`config.mk`:
```
export PLATFORM = sky130hd
export DESIGN_NAME = eerb_ctrl
export DESIGN_NICKNAME = d
export VERILOG_FILES = /design/src/rtl/eerb_pkg.sv /design/src/rtl/eerb_ctrl.sv
export SDC_FILE = /design/constraint.sdc
export NUM_CORES = 1
export LEC_CHECK = 0
export ABC_CLOCK_PERIOD_IN_PS = 5400
export BUFFER_PORTS_ARGS = -buffer_cell sky130_fd_sc_hd__buf_2
export CAP_MARGIN = 5
export CORE_MARGIN = 2
export CORE_UTILIZATION = 35
export DETAILED_ROUTE_END_ITERATION = 8
export PLACE_DENSITY = 0.52
export SYNTH_ARGS = -nofsm -noshare
export SYNTH_HDL_FRONTEND = slang
export SYNTH_SLANG_ARGS = --single-unit
```
`constraint.sdc`:
```
create_clock -name i_clk -period 5.4 [get_ports i_clk]
set_input_delay 0.81 -clock i_clk [delete_from_list [all_inputs] [get_ports i_clk]]
set_output_delay 0.81 -clock i_clk [all_outputs]
set_load 0.01 [all_outputs]
```
`src/rtl/eerb_pkg.sv`:
```
// ----------------------------------------------------------------------------
// eerb_pkg
// Shared types and constants for the epoch event ring buffer: operation
// codes, status codes, field widths and the per-item context that travels
// from the pointer control to the result stage.
// ----------------------------------------------------------------------------
package eerb_pkg;

    // default ring depth in entries
    localparam int DEPTH_DEF = 1024;

    // field widths
    localparam int TS_W     = 64;
    localparam int IDX_W    = 10;
    localparam int DIST_W   = 10;
    localparam int EC_W     = 10;
    localparam int MODE_W   = 3;
    localparam int S_DATA_W = 88;
    localparam int M_DATA_W = 80;

    // operation carried by each input word
    typedef enum logic [MODE_W-1:0] {
        MODE_INSERT       = 3'd0,
        MODE_NEW_EPOCH    = 3'd1,
        MODE_READ_ELEMENT = 3'd2,
        MODE_READ_PAST    = 3'd3,
        MODE_CLEAR        = 3'd4
    } t_mode;

    // result status
    typedef enum logic [1:0] {
        ST_OK       = 2'd0,
        ST_FULL     = 2'd1,
        ST_BAD_DIST = 2'd2
    } t_status;

    // context of one item between the control and the result stage
    typedef struct packed {
        logic            use_mem;      // result data comes from the store
        logic            hit;          // entry has been written since reset
        logic            ones;         // constant result is all ones
        logic            found;
        t_status         status;
        logic [EC_W-1:0] epoch_count;
    } t_meta;

endpackage

```
`src/rtl/eerb_ctrl.sv`:
```
// ----------------------------------------------------------------------------
// eerb_ctrl
// Pointer control: holds write pointer, epoch start, event count and the
// fill mark, decodes the operation, forms the store address and the
// context for the result stage.
// ----------------------------------------------------------------------------
module eerb_ctrl import eerb_pkg::*; #(
    parameter int DEPTH = DEPTH_DEF
) (
    input  logic                     i_clk,
    input  logic                     i_rst_n,
    input  logic                     i_accept,
    input  t_mode                    i_mode,
    input  logic [IDX_W-1:0]         i_epoch_index,
    input  logic [DIST_W-1:0]        i_past_distance,
    output logic                     o_mem_wr,
    output logic                     o_mem_rd,
    output logic [$clog2(DEPTH)-1:0] o_mem_addr,
    output t_meta                    o_meta
);

    localparam int AW = $clog2(DEPTH);
    localparam int SW = ((AW > EC_W) ? AW : EC_W) + 1;

    logic [AW-1:0] r_wp, n_wp;
    logic [AW-1:0] r_es, n_es;
    logic [AW-1:0] r_count, n_count;
    // entries below the fill mark have been written since reset
    logic [AW:0]   r_fill, n_fill;

    logic [SW-1:0] count_ext;
    logic [SW-1:0] dist_ext;
    logic [SW-1:0] wp_ext;
    logic [SW-1:0] pos_ext;

    // reduce a narrow sum modulo the depth by conditional subtraction
    function automatic logic [AW-1:0] f_mod_depth(input logic [SW-1:0] v_in);
        int v;
        int k;
        v = int'(v_in);
        for (k = 8; k >= 0; k--) begin
            if ((DEPTH << k) < (1 << SW) && v >= (DEPTH << k)) begin
                v = v - (DEPTH << k);
            end
        end
        return v[AW-1:0];
    endfunction

    // operation decode and next state
    always_comb begin
        n_wp       = r_wp;
        n_es       = r_es;
        n_count    = r_count;
        n_fill     = r_fill;
        o_mem_wr   = 1'b0;
        o_mem_rd   = 1'b0;
        o_mem_addr = r_wp;
        o_meta     = '0;
        dist_ext   = SW'(i_past_distance);
        wp_ext     = SW'(r_wp);
        pos_ext    = (dist_ext > wp_ext) ? (wp_ext + SW'(DEPTH) - dist_ext)
                                         : (wp_ext - dist_ext);
        case (i_mode)
            MODE_INSERT: begin
                if (r_count == AW'(DEPTH - 1)) begin
                    o_meta.status = ST_FULL;
                end else begin
                    o_mem_wr = i_accept;
                    n_wp     = (r_wp == AW'(DEPTH - 1)) ? '0 : r_wp + 1'b1;
                    n_count  = r_count + 1'b1;
                    if ({1'b0, r_wp} >= r_fill) begin
                        n_fill = {1'b0, r_wp} + 1'b1;
                    end
                end
            end
            MODE_NEW_EPOCH: begin
                n_es    = r_wp;
                n_count = '0;
            end
            MODE_READ_ELEMENT: begin
                o_mem_addr     = f_mod_depth(SW'(r_es) + SW'(i_epoch_index));
                o_mem_rd       = i_accept;
                o_meta.use_mem = 1'b1;
            end
            MODE_READ_PAST: begin
                if (i_past_distance == '0 || int'(i_past_distance) >= DEPTH - 1) begin
                    o_meta.ones   = 1'b1;
                    o_meta.status = ST_BAD_DIST;
                end else if (dist_ext > SW'(r_count)) begin
                    o_meta.ones = 1'b1;
                end else begin
                    o_mem_addr     = pos_ext[AW-1:0];
                    o_mem_rd       = i_accept;
                    o_meta.use_mem = 1'b1;
                    o_meta.found   = 1'b1;
                end
            end
            MODE_CLEAR: begin
                n_wp    = '0;
                n_es    = '0;
                n_count = '0;
            end
            default: begin
            end
        endcase
        o_meta.hit         = ({1'b0, o_mem_addr} < r_fill);
        count_ext          = SW'(n_count);
        o_meta.epoch_count = count_ext[EC_W-1:0];
    end

    // pointer registers
    always_ff @(posedge i_clk) begin
        if (!i_rst_n) begin
            r_wp    <= '0;
            r_es    <= '0;
            r_count <= '0;
            r_fill  <= '0;
        end else if (i_accept) begin
            r_wp    <= n_wp;
            r_es    <= n_es;
            r_count <= n_count;
            r_fill  <= n_fill;
        end
    end

`ifndef SYNTHESIS
    // a successful insert advances the count by one
    a_insert_count: assert property (@(posedge i_clk) disable iff (!i_rst_n)
        (i_accept && i_mode == MODE_INSERT && r_count != AW'(DEPTH - 1))
        |=> (r_count == $past(r_count) + 1'b1))
        else $error("insert did not advance event count");

    // a new epoch starts at the write pointer with an empty count
    a_new_epoch: assert property (@(posedge i_clk) disable iff (!i_rst_n)
        (i_accept && i_mode == MODE_NEW_EPOCH)
        |=> (r_es == $past(r_wp) && r_count == '0))
        else $error("new epoch not anchored at write pointer");

    // the write pointer never runs ahead of the fill mark
    a_fill_mark: assert property (@(posedge i_clk) disable iff (!i_rst_n)
        ({1'b0, r_wp} <= r_fill || r_fill == AW'(DEPTH) + 1'b0 || r_fill == (AW + 1)'(DEPTH)))
        else $error("write pointer beyond fill mark");
`endif

endmodule
```
==> results of run 1 <==
-- per-stage QoR --
step / setup WS, ns / cells
final: 0.3380 / 682
after global routing: 0.03119 / 682
after CTS: 0.4427 / 682
after detailed placement: 0.4760 / 674
after global placement: 0.5589 / 674
after floorplan: 0.6607 / 491
-- worst max-delay path, delay by kind of cell --
family / cells / cell delay [ns]
adders and majority gates: 2 / 0.62
buffers and inverters: 3 / 0.46
and+or+nand+nor: 3 / 0.55
AOI/OAI and AO/OA: 10 / 1.81
-- sequential cells by signal, summed over array words and instances, names as in the netlist --
register and cells:
r_count 10, r_es 10, r_wp 10, r_fill 11
-- metal layers --
metal  track usage  up-vias  wire, um
met1        0.2642     1682      5284
met3       0.04039        9       547
met4       0.03480        0        90
met2        0.3402       79      5256
li1              -     1859         -
met5             0        -         0
-- area by class of cell --
cell class,instances,area share
clock buffer,7,0.01988
clock inverter,1,0.006916
inverter,41,0.03545
multi-input combinational,396,0.6421
sequential,41,0.1890
tap,140,0.04035
timing repair buffer,56,0.06628
-- how the worst max path moves through the flow --
stage	endpoint	slack [ns]
floorplan	o_meta[14]	0.66
global placement	o_meta[14]	0.56
finish	o_meta[14]	0.34
detailed placement	o_meta[14]	0.48
CTS	o_meta[14]	0.44
global route	o_meta[14]	0.03
-- layout by cell type (no fill, tap or decap), types with 3 or more instances in the layout --
cell type / n
buf_2: 53
ha_1: 49
nor2_1: 46
dfxtp_1: 41
nand2_1: 40
inv_1: 40
a21oi_1: 38
o21ai_0: 24
nand3_1: 18
nor2b_1: 14
mux2i_1: 13
xor2_1: 13
a21o_1: 13
xnor2_1: 12
and3_1: 12
a211oi_2: 9
nor3_1: 9
nand4_1: 9
o21a_1: 7
and2_1: 7
a22oi_1: 7
clkbuf_8: 6
a211oi_1: 5
nand2b_1: 4
a31oi_1: 4
nand3b_1: 3
o21bai_1: 3
nor4_1: 3
buf_4: 3
-- cell families (layout without fill, tap and decap cells) --
kind of cell | after synthesis | after routing | share of synthesized area
buffers and inverters | 54 | 105 | 0.05721
AOI/OAI and AO/OA | 131 | 131 | 0.2370
and+or+nand+nor | 176 | 176 | 0.2295
DFF | 41 | 41 | 0.2144
adders and majority gates | 51 | 51 | 0.1706
xor gates and xnor gates | 25 | 25 | 0.05721
muxes | 13 | 13 | 0.03400
-- power by group --
group | leakage (uW) | switching, uW | internal, uW | total, uW
combinational | 0.00155 | 97.2 | 63.4 | 161
clock | 0.0000585 | 117 | 151 | 268
sequential | 0.000331 | 2.72 | 306 | 308
-- synth_stat cells, drive strengths merged, types with 2 or more instances --
master   n
inv     41
xnor2   12
clkbuf  11
and2     7
mux2i   13
nor4     3
nand4    9
and4     2
a21o    13
nor3b    2
nand2   42
a22oi    7
ha      49
o211ai   2
fa       2
nand3b   3
nand2b   4
or3      3
o21a     7
nor2b   14
a221o    2
nor2    46
nor3     9
dfxtp   41
o21ai   25
a211oi  14
o22a     2
o21bai   3
a221oi   2
and3    12
buf      2
nand3   18
a21boi   3
a31oi    5
a21oi   38
xor2    13
==> metrics.md, run 1 <==
| Metric | Value |
|---|---|
| Slowest-stage cell, CP | `o21ai_0` |
| Final ANT Viol Nets | `0` |
| Worst skew pair latency | `0.30 ns` |
| CTS sink cnt | `41` |
| Max stage delay on crit path | `0.45 ns` |
| Reg-to-reg slack, setup | `2.64 ns` |
| Syn Nets | `568` |
| Cell Area, Placed | `4225 sq um` |
| Setup violations, final | `0` |
| Hold path cells | `2` |
| Final Max Slew Viols | `0` |
| Setup Buffers After CTS | `0` |
| R2R depth | `8` |
| Initial Utilization | `0.3562` |
| Root buffer cell | `clkbuf_8` |
| Setup TNS | `0 ns` |
| Avg Cell Area, Syn | `7.795 sq um` |
| FF-to-FF Start | `r_wp[7]` |
| CP Capture Type | `output pin` |
| Hpwl dp | `8.802 mm` |
| WHS | `around 0.46 ns` |
| Layout fillers | `1198` |
| Yosys cell types | `55` |
| Synthesis-to-layout area growth | `13.44%` |
| DR iter-0 viols | `238` |
| Longest Clk Path Bufs | `2` |
| Row count | `38` |
| Crit path launch type | `primary input` |
| Crit Path Class | `in2out` |
| Ports | `54` |
| Period utilisation layout | `0.9374` |
| First-pass GRT wire length | `~18 mm` |
| Die height | `108.6 um` |
| Register area | `about 800 sq um` |
| Resize count post-CTS | `0` |
| Synth warnings | `0` |
| Hold Buf Count CTS | `0` |
| Final core utilization | `0.4041` |
| Multi-input gate area | `2788 sq um` |
| Worst reg2reg path endpoint | `r_fill[0]` |
| Hold Startpoint | `r_es[2]` |
| Power density cells | `169.7 nW/um^2` |
| # port buffers | `53` |
| Sequential share of the synthesized area | `0.2144` |
| Die W | `around 110 um` |
| Mapped Cells | `491` |
| Asr flop ratio synth | `0` |
| Total power | `737.0 uW` |
| DRC viols | `0` |
| Vias in the first global route | `3572` |
| Top area cells in the synthesized netlist | `dfxtp_1 (21%), ha_1 (16%), a21oi_1 (5.0%)` |
| Num CTS Buffers | `5` |
| FMAX | `0.1976 GHz` |
| Worst Hold End | `r_es[2]` |
| GPL Wtd Cong | `0.9032` |
| GRT Residual Overflow | `0` |
| EDFF count, synth | `0` |
| Total GRT Usage | `0.2001` |
| Final instance area | `approximately 4300 sq um` |
| Hold crit path type | `reg2reg` |
| Status | `finished clean` |
| Full die area | `around 12000 sq um` |
| First drt pass iteration count | `4` |
| Clk_skew | `slightly above 0.006 ns` |
| Leak Pwr | `0.001939 uW` |
| RSZ-0062 raised after global routing | `no` |
| Slew @ Worst Pin | `1.038 ns` |
| Worst path cell trace | `buf_2, ha_1, and3_1, and3_1, a22oi_1, a21boi_2, o21ai_0, inv_1, nor2_1, a21oi_1, ha_1, a21o_1, a21o_1, a211oi_1, o21bai_1, a21oi_1, o211a_1, buf_2` |
| ANT cells | `0` |
| TritonCTS clock tree | `done` |
| Slew headroom | `0.3081` |
| Most used flip-flop cell after synthesis | `dfxtp_1` |
| Area leader, netlist | `dfxtp_1` |
| CORE AREA | `10750 sq um` |
| Crit path from | `i_past_distance[6]` |
| Synth top area share | `0.2144` |
| Largest net degree at the start of global routing | `31` |
| Share of cells above drive strength 1 | `0.1458` |
| Initial antenna violation count | `0` |
| Post-synthesis instance area | `3827 sq um` |
| # H-tree levels | `2` |
| Vias/cell | `approximately 5.3` |
| Crit path arrival time | `approximately 4.3 ns` |
| Final hold violations | `0` |
| Max VDD drop | `around 0.00013 V` |
| Post-layout minimum cycle time | `5.062 ns` |
| Critical path peak fanout | `6` |
| Drt wl/cell | `16.39 um` |
| Critical path data required time | `approximately 4.6 ns` |
| #FFs+latches synth | `41` |
| Final net count | `618` |
| Via count | `3629` |
| Final wirelength | `11.18 mm` |
| CTS clk-pin slew, worst paths | `0.08 ns` |
| Max-cap violation count | `0` |
No activity file was read; power rests on OpenSTA's default activity.
==> run 2: changes to the inputs <==
- ABC_CLOCK_PERIOD_IN_PS: 5400 -> unset
- clock period: 5.4 -> 6.1 ns (I/O delays scaled with it)
==> run 2 against run 1 <==
  * Critical path depth is the same
  * Wire length hardly changed
  * Utilization decreased by 0.33 points
  * Non-clock buffer count decreased by 2
  * Power fell by 17%
  * Clock skew is 0.0030 ns higher
  * Die area is the same
  * First-iteration DRC count down 25%
  * Highest routed layer unchanged
==> metrics.md, run 2 (synthesis gave the netlist of run 1 again) <==
| Metric | Value |
|---|---|
| Status | `finished clean (unchanged)` |
| CORE AREA | `10750 sq um (unchanged)` |
| Worst skew pair latency | `0.30 ns (about the same)` |
| Max-cap violation count | `0 (unchanged)` |
| Row count | `38 (unchanged)` |
| Slew headroom | `0.3116 (was 0.3081)` |
| First drt pass iteration count | `4 (unchanged)` |
| Setup Buffers After CTS | `0 (unchanged)` |
| Crit Path Class | `in2out (unchanged)` |
| Longest Clk Path Bufs | `2 (unchanged)` |
| Hold Buf Count CTS | `0 (unchanged)` |
| Most common cell after layout, fill and taps aside | `buf_2 (unchanged)` |
| GR met1 Demand/Resource | `0.2656 (was 0.2642)` |
| Worst reg2reg path endpoint | `r_fill[7] (was r_fill[0])` |
| RSZ-0062 raised after global routing | `no (unchanged)` |
| Total GRT Usage | `0.2011 (was 0.2001)` |
| Setup TNS | `0 ns (unchanged)` |
| CP Capture Type | `output pin (unchanged)` |
| Post-layout minimum cycle time | `5.422 ns` |
| Die height | `108.6 um (unchanged)` |
| Full die area | `11790 sq um (unchanged)` |
| Power density cells | `142.7 nW/um^2 (was 169.7 nW/um^2)` |
| Final core utilization | `0.4008 (was 0.4041)` |
| FF-to-FF Start | `r_wp[7] (unchanged)` |
| Via count | `3655 (was 3629)` |
| Hold crit path type | `reg2reg (unchanged)` |
| Share of cells above drive strength 1 | `0.1444 (was 0.1458)` |
| Max VDD drop | `0.00008908 V (was 0.0001258 V)` |
| Met2 Resource Use GR | `0.3420 (was 0.3402)` |
| Drt wl/cell | `16.42 um (was 16.39 um)` |
| CTS clk-pin slew, worst paths | `0.08 ns (about the same)` |
| Crit path launch type | `primary input (unchanged)` |
| WHS | `0.4659 ns (was 0.4602 ns)` |
| Ports | `54 (unchanged)` |
| GRT Residual Overflow | `0 (unchanged)` |
| Largest net degree at the start of global routing | `31 (unchanged)` |
| First-pass GRT wire length | `18.49 mm (was 18.17 mm)` |
| Crit path from | `i_past_distance[3] (was i_past_distance[6])` |
| Period utilisation layout | `0.8888` |
| Largest Register | `r_fill (unchanged)` |
| Critical path peak fanout | `10 (was 6)` |
| Vias in the first global route | `3648 (was 3572)` |
| R2R depth | `8 (unchanged)` |
| Final wirelength | `11.17 mm (was 11.18 mm)` |
| CTS sink cnt | `41 (unchanged)` |
| Max reg flops | `11 (unchanged)` |
| ANT cells | `0 (unchanged)` |
| Final ANT Viol Nets | `0 (unchanged)` |
| Cell Area, Placed | `4210 sq um (was 4225 sq um)` |
| Setup violations, final | `0 (unchanged)` |
| Num CTS Buffers | `5 (unchanged)` |
| Final instance area | `4307 sq um (was 4342 sq um)` |
| Most Crowded Layer GR | `met2 (unchanged)` |
| Layout fillers | `1137 (was 1198)` |
| Critical path data required time | `5.18 ns (was 4.59 ns)` |
| Final Max Slew Viols | `0 (unchanged)` |
| DR iter-0 viols | `179 (was 238)` |
| FMAX | `0.1844 GHz` |
| Initial Utilization | `0.3562 (unchanged)` |
| Final hold violations | `0 (unchanged)` |
| Initial antenna violation count | `0 (unchanged)` |
| Synthesis-to-layout area growth | `12.52% (was 13.44%)` |
| DRC viols | `0 (unchanged)` |
| Resize count post-CTS | `0 (unchanged)` |
| # port buffers | `53 (unchanged)` |
| Leak Pwr | `0.001921 uW (was 0.001939 uW)` |
| # H-tree levels | `2 (unchanged)` |
| Root buffer cell | `clkbuf_8 (unchanged)` |
| Die W | `108.6 um (unchanged)` |
| Total power | `614.7 uW (was 737.0 uW)` |
| Most frequent cells in the layout | `buf_2 (53), ha_1 (49), nor2_1 (46) (unchanged)` |
| Crit path arrival time | `4.51 ns (was 4.25 ns)` |
| GPL Wtd Cong | `0.8678 (was 0.9032)` |
| Clk_skew | `0.009113 ns (was 0.006143 ns)` |
| TritonCTS clock tree | `done (unchanged)` |
| Multi-input gate area | `2788 sq um (unchanged)` |
| Vias/cell | `5.375 (was 5.321)` |
| Slew @ Worst Pin | `1.032 ns (was 1.038 ns)` |
| Critical Path End | `o_meta[14] (unchanged)` |
| Reg-to-reg slack, setup | `3.33 ns (was 2.64 ns)` |
| Register area | `820.8 sq um (unchanged)` |
| Final net count | `616 (was 618)` |
| Met3 Track Usage GR | `0.03436 (was 0.04039)` |
| Hpwl dp | `8.787 mm (was 8.802 mm)` |
run 2: changes by cell type in the layout (fill, tap and decap cells not counted), sizes merged:
| cell | delta |
|---|---|
| clkinv | +2 |
| clkbuf | -1 |
| bufinv | -1 |
| buf | -2 |
run 2: how the worst min path moves through the flow:
stage / start / endpoint / slack (ns) / cells past startpoint
2_1_floorplan: r_es[0] / r_es[0] / 0.44 / 2
3_5_place_dp: r_es[0] / r_es[0] / 0.45 / 2
4_1_cts: r_es[0] / r_es[0] / 0.47 / 2
3_3_place_gp: r_es[0] / r_es[0] / 0.45 / 2
5_1_grt: r_es[0] / r_es[0] / 0.49 / 2
6_report: r_es[0] / r_es[0] / 0.47 / 2
run 2: power breakdown:
group	total, uW	switching [uW]	internal (uW)
clock network	200	108	92.1
logic	142	86.2	55.3
registers	273	2.36	271
run 2: per-layer routing:
| metal | vias to the layer above | share of wire |
|---|---|---|
| met3 | 12 | 0.049 |
| met4 | 0 | 0.012 |
| li1 | 1851 | - |
| met2 | 89 | 0.47 |
| met5 | - | 0 |
| met1 | 1703 | 0.47 |
run 2: per-stage QoR:
step           setup slack, ns  cells
2_1_floorplan            1.151    491
3_3_place_gp            0.8333    672
3_5_place_dp            0.7324    672
4_1_cts                 0.7303    680
5_1_grt                 0.2857    680
6_report                0.6784    680
run 2: area by class of cell:
class | instances | area share
Clock buffer | 6 | 0.01917
Clock inverter | 2 | 0.003196
Inverter | 41 | 0.03574
Multi-Input combinational cell | 396 | 0.6473
Sequential cell | 41 | 0.1906
Tap cell | 140 | 0.04067
Timing Repair Buffer | 54 | 0.06334
run 2: critical path, cell delays in order:
cell and delay, ns:
buf_2 0.12, ha_1 0.33, a21o_1 0.17, a221oi_1 0.30
nand3_1 0.13, a21boi_2 0.40, o21ai_0 0.28, inv_1 0.22
nor2_1 0.06, a21oi_1 0.20, ha_1 0.29, a21o_1 0.16
a21o_1 0.19, a211oi_1 0.23, o21bai_1 0.10, a21oi_1 0.16
o211a_1 0.15, buf_2 0.12
==> run 3: changes to the inputs <==
- BUFFER_PORTS_ARGS: -buffer_cell sky130_fd_sc_hd__buf_2 -> -buffer_cell sky130_fd_sc_hd__clkbuf_2
==> run 3 against run 2 <==
  * Count of clock-buffer cells in the layout stayed put
  * Die area stayed put
  * Power is 0.22% higher
  * Wire length is 0.89% lower
  * Final area is 0.17% higher
  * Cell count is 0.15% higher
  * Largest cell class unchanged
==> metrics.md, run 3 (synthesis gave the netlist of run 1 again) <==
| Metric | Value |
|---|---|
| Hpwl dp | `8.757 mm (was 8.787 mm)` |
| Worst path cell trace | `clkbuf_2, ha_1, a21o_1, a221oi_1, nand3_1, a21boi_2, o21ai_0, inv_1, nor2_1, a21oi_1, ha_1, a21o_1, a21o_1, a211oi_1, o21bai_1, a21oi_1, o211a_1, clkbuf_2 (was buf_2, ha_1, a21o_1, a221oi_1, nand3_1, a21boi_2, o21ai_0, inv_1, nor2_1, a21oi_1, ha_1, a21o_1, a21o_1, a211oi_1, o21bai_1, a21oi_1, o211a_1, buf_2)` |
| Die height | `108.6 um (unchanged)` |
| Slew @ Worst Pin | `0.9854 ns (was 1.032 ns)` |
| CP Capture Type | `output pin (unchanged)` |
| Share of cells above drive strength 1 | `0.1460 (was 0.1444)` |
| Sw power | `198.2 uW (was 196.6 uW)` |
| Total GRT Usage | `0.2004 (was 0.2011)` |
| First drt pass iteration count | `4 (unchanged)` |
| Final wirelength | `11.07 mm (was 11.17 mm)` |
| Setup TNS | `0 ns (unchanged)` |
| Final Max Slew Viols | `0 (unchanged)` |
| RSZ-0062 raised after global routing | `no (unchanged)` |
| Setup Buffers After CTS | `0 (unchanged)` |
| Initial Utilization | `0.3562 (unchanged)` |
| DRC viols | `0 (unchanged)` |
| Multi-input gate area | `2788 sq um (unchanged)` |
| Max-cap violation count | `0 (unchanged)` |
| Most frequent cells in the layout | `clkbuf_2 (53), ha_1 (49), nor2_1 (46) (was buf_2 (53), ha_1 (49), nor2_1 (46))` |
| Layout fillers | `1162 (was 1137)` |
| Drt wl/cell | `16.25 um (was 16.42 um)` |
| Die W | `108.6 um (unchanged)` |
| Num CTS Buffers | `5 (unchanged)` |
| Hold Buf Count CTS | `0 (unchanged)` |
| Critical path data required time | `5.18 ns (about the same)` |
| Row count | `38 (unchanged)` |
| Max VDD drop | `0.00007787 V (was 0.00008908 V)` |
| Final instance area | `4314 sq um (was 4307 sq um)` |
| Setup violations, final | `0 (unchanged)` |
| Register area | `820.8 sq um (unchanged)` |
| Vias in the first global route | `3533 (was 3648)` |
| Final hold violations | `0 (unchanged)` |
| GPL Wtd Cong | `0.8347 (was 0.8678)` |
| Hold path cells | `2 (unchanged)` |
| # H-tree levels | `2 (unchanged)` |
| Largest net degree at the start of global routing | `31 (unchanged)` |
| CTS sink cnt | `41 (unchanged)` |
| R2R depth | `8 (unchanged)` |
| Synthesis-to-layout area growth | `12.72% (was 12.52%)` |
| Max reg flops | `11 (unchanged)` |
| Resize count post-CTS | `0 (unchanged)` |
| Largest Register | `r_fill (unchanged)` |
| Crit path arrival time | `4.59 ns (was 4.51 ns)` |
| First-pass GRT wire length | `18.30 mm (was 18.49 mm)` |
| Power density cells | `142.8 nW/um^2 (was 142.7 nW/um^2)` |
| Period utilisation layout | `0.9022 (was 0.8888)` |
| Most used cell, CP | `a21o_1 (unchanged)` |
| P_int | `417.9 uW (was 418.1 uW)` |
| CTS clk-pin slew, worst paths | `0.09 ns (was 0.08 ns)` |
| Root buffer cell | `clkbuf_8 (unchanged)` |
| Via count | `3627 (was 3655)` |
| Crit path launch type | `primary input (unchanged)` |
| Sequential cell fraction of total power | `0.443 (was 0.444)` |
| Comb power frac | `0.229 (was 0.230)` |
| Hold crit path type | `reg2reg (unchanged)` |
| ANT cells | `0 (unchanged)` |
| Slowest-stage cell, CP | `a21boi_2 (unchanged)` |
| Most common cell after layout, fill and taps aside | `clkbuf_2 (was buf_2)` |
| GRT Residual Overflow | `0 (unchanged)` |
| CORE AREA | `10750 sq um (unchanged)` |
| Power share of the clock group | `0.328 (was 0.326)` |
| Status | `finished clean (unchanged)` |
| Sw Share | `0.3217 (was 0.3198)` |
| Leak Pwr | `0.001911 uW (was 0.001921 uW)` |
| # port buffers | `53 (unchanged)` |
| Initial antenna violation count | `0 (unchanged)` |
| WHS | `0.4618 ns (was 0.4659 ns)` |
| Max stage delay on crit path | `0.41 ns (was 0.40 ns)` |
| FMAX | `0.1817 GHz (was 0.1844 GHz)` |
| Vias/cell | `5.326 (was 5.375)` |
| Slew headroom | `0.3430 (was 0.3116)` |
| Cell Area, Placed | `4218 sq um (was 4210 sq um)` |
| Total power | `616.1 uW (was 614.7 uW)` |
| Crit Path Class | `in2out (unchanged)` |
| Final net count | `617 (was 616)` |
| Ports | `54 (unchanged)` |
| Clk_skew | `0.005992 ns (was 0.009113 ns)` |
| DR iter-0 viols | `241 (was 179)` |
| Final ANT Viol Nets | `0 (unchanged)` |
| Longest Clk Path Bufs | `2 (unchanged)` |
| Post-layout minimum cycle time | `5.504 ns (was 5.422 ns)` |
| Critical path peak fanout | `10 (unchanged)` |
| Worst skew pair latency | `0.30 ns (about the same)` |
| Full die area | `11790 sq um (unchanged)` |
| TritonCTS clock tree | `done (unchanged)` |
run 3: stage by stage:
step,utilization,setup WS (ns),std cells
after global routing,0.4015,0.1772,681
after detailed placement,0.3925,0.6550,673
final,0.4015,0.5965,681
after floorplan,-,1.151,491
after global placement,0.3925,0.8213,673
after CTS,0.4015,0.6273,681
run 3: cell type report:
cell class	count	share of cell area
inverter	41	0.03567
sequential	41	0.1903
multi-input combinational	396	0.6462
clock buffer	6	0.01914
timing repair buffer	55	0.06497
tap	140	0.04060
clock inverter	2	0.003190
run 3: final timing paths:
| check | startpoint | endpoint | slack, ns |
|---|---|---|---|
| worst max register to register | r_wp[7] | r_fill[8] | 3.38 |
| worst min register to register | r_es[2] | r_es[2] | 0.46 |
| worst min-delay path | r_es[2] | r_es[2] | 0.46 |
| worst max-delay path | i_past_distance[3] | o_meta[14] | 0.60 |
run 3: power groups by stage:
stage / clock (uW) / sequential, uW / combinational, uW
floorplan: 0 / 279 / 94.9
global placement: 0 / 279 / 139
detailed placement: 0 / 279 / 141
CTS: 207 / 273 / 142
global route: 220 / 274 / 158
finish: 202 / 273 / 141
run 3: metal layers:
| layer | GRT usage | vias up | share of wire |
|---|---|---|---|
| met4 | 0.04853 | 0 | 0.012 |
| li1 | - | 1857 | - |
| met3 | 0.03376 | 9 | 0.050 |
| met1 | 0.2750 | 1682 | 0.48 |
| met5 | 0 | - | 0 |
| met2 | 0.3263 | 79 | 0.46 |
run 3: worst max-delay path: cells and delay by family:
family | cells | cell delay [ns]
compound gates | 11 | 2.38
buf+inv | 3 | 0.48
simple gates | 2 | 0.20
fa+ha+maj | 2 | 0.62
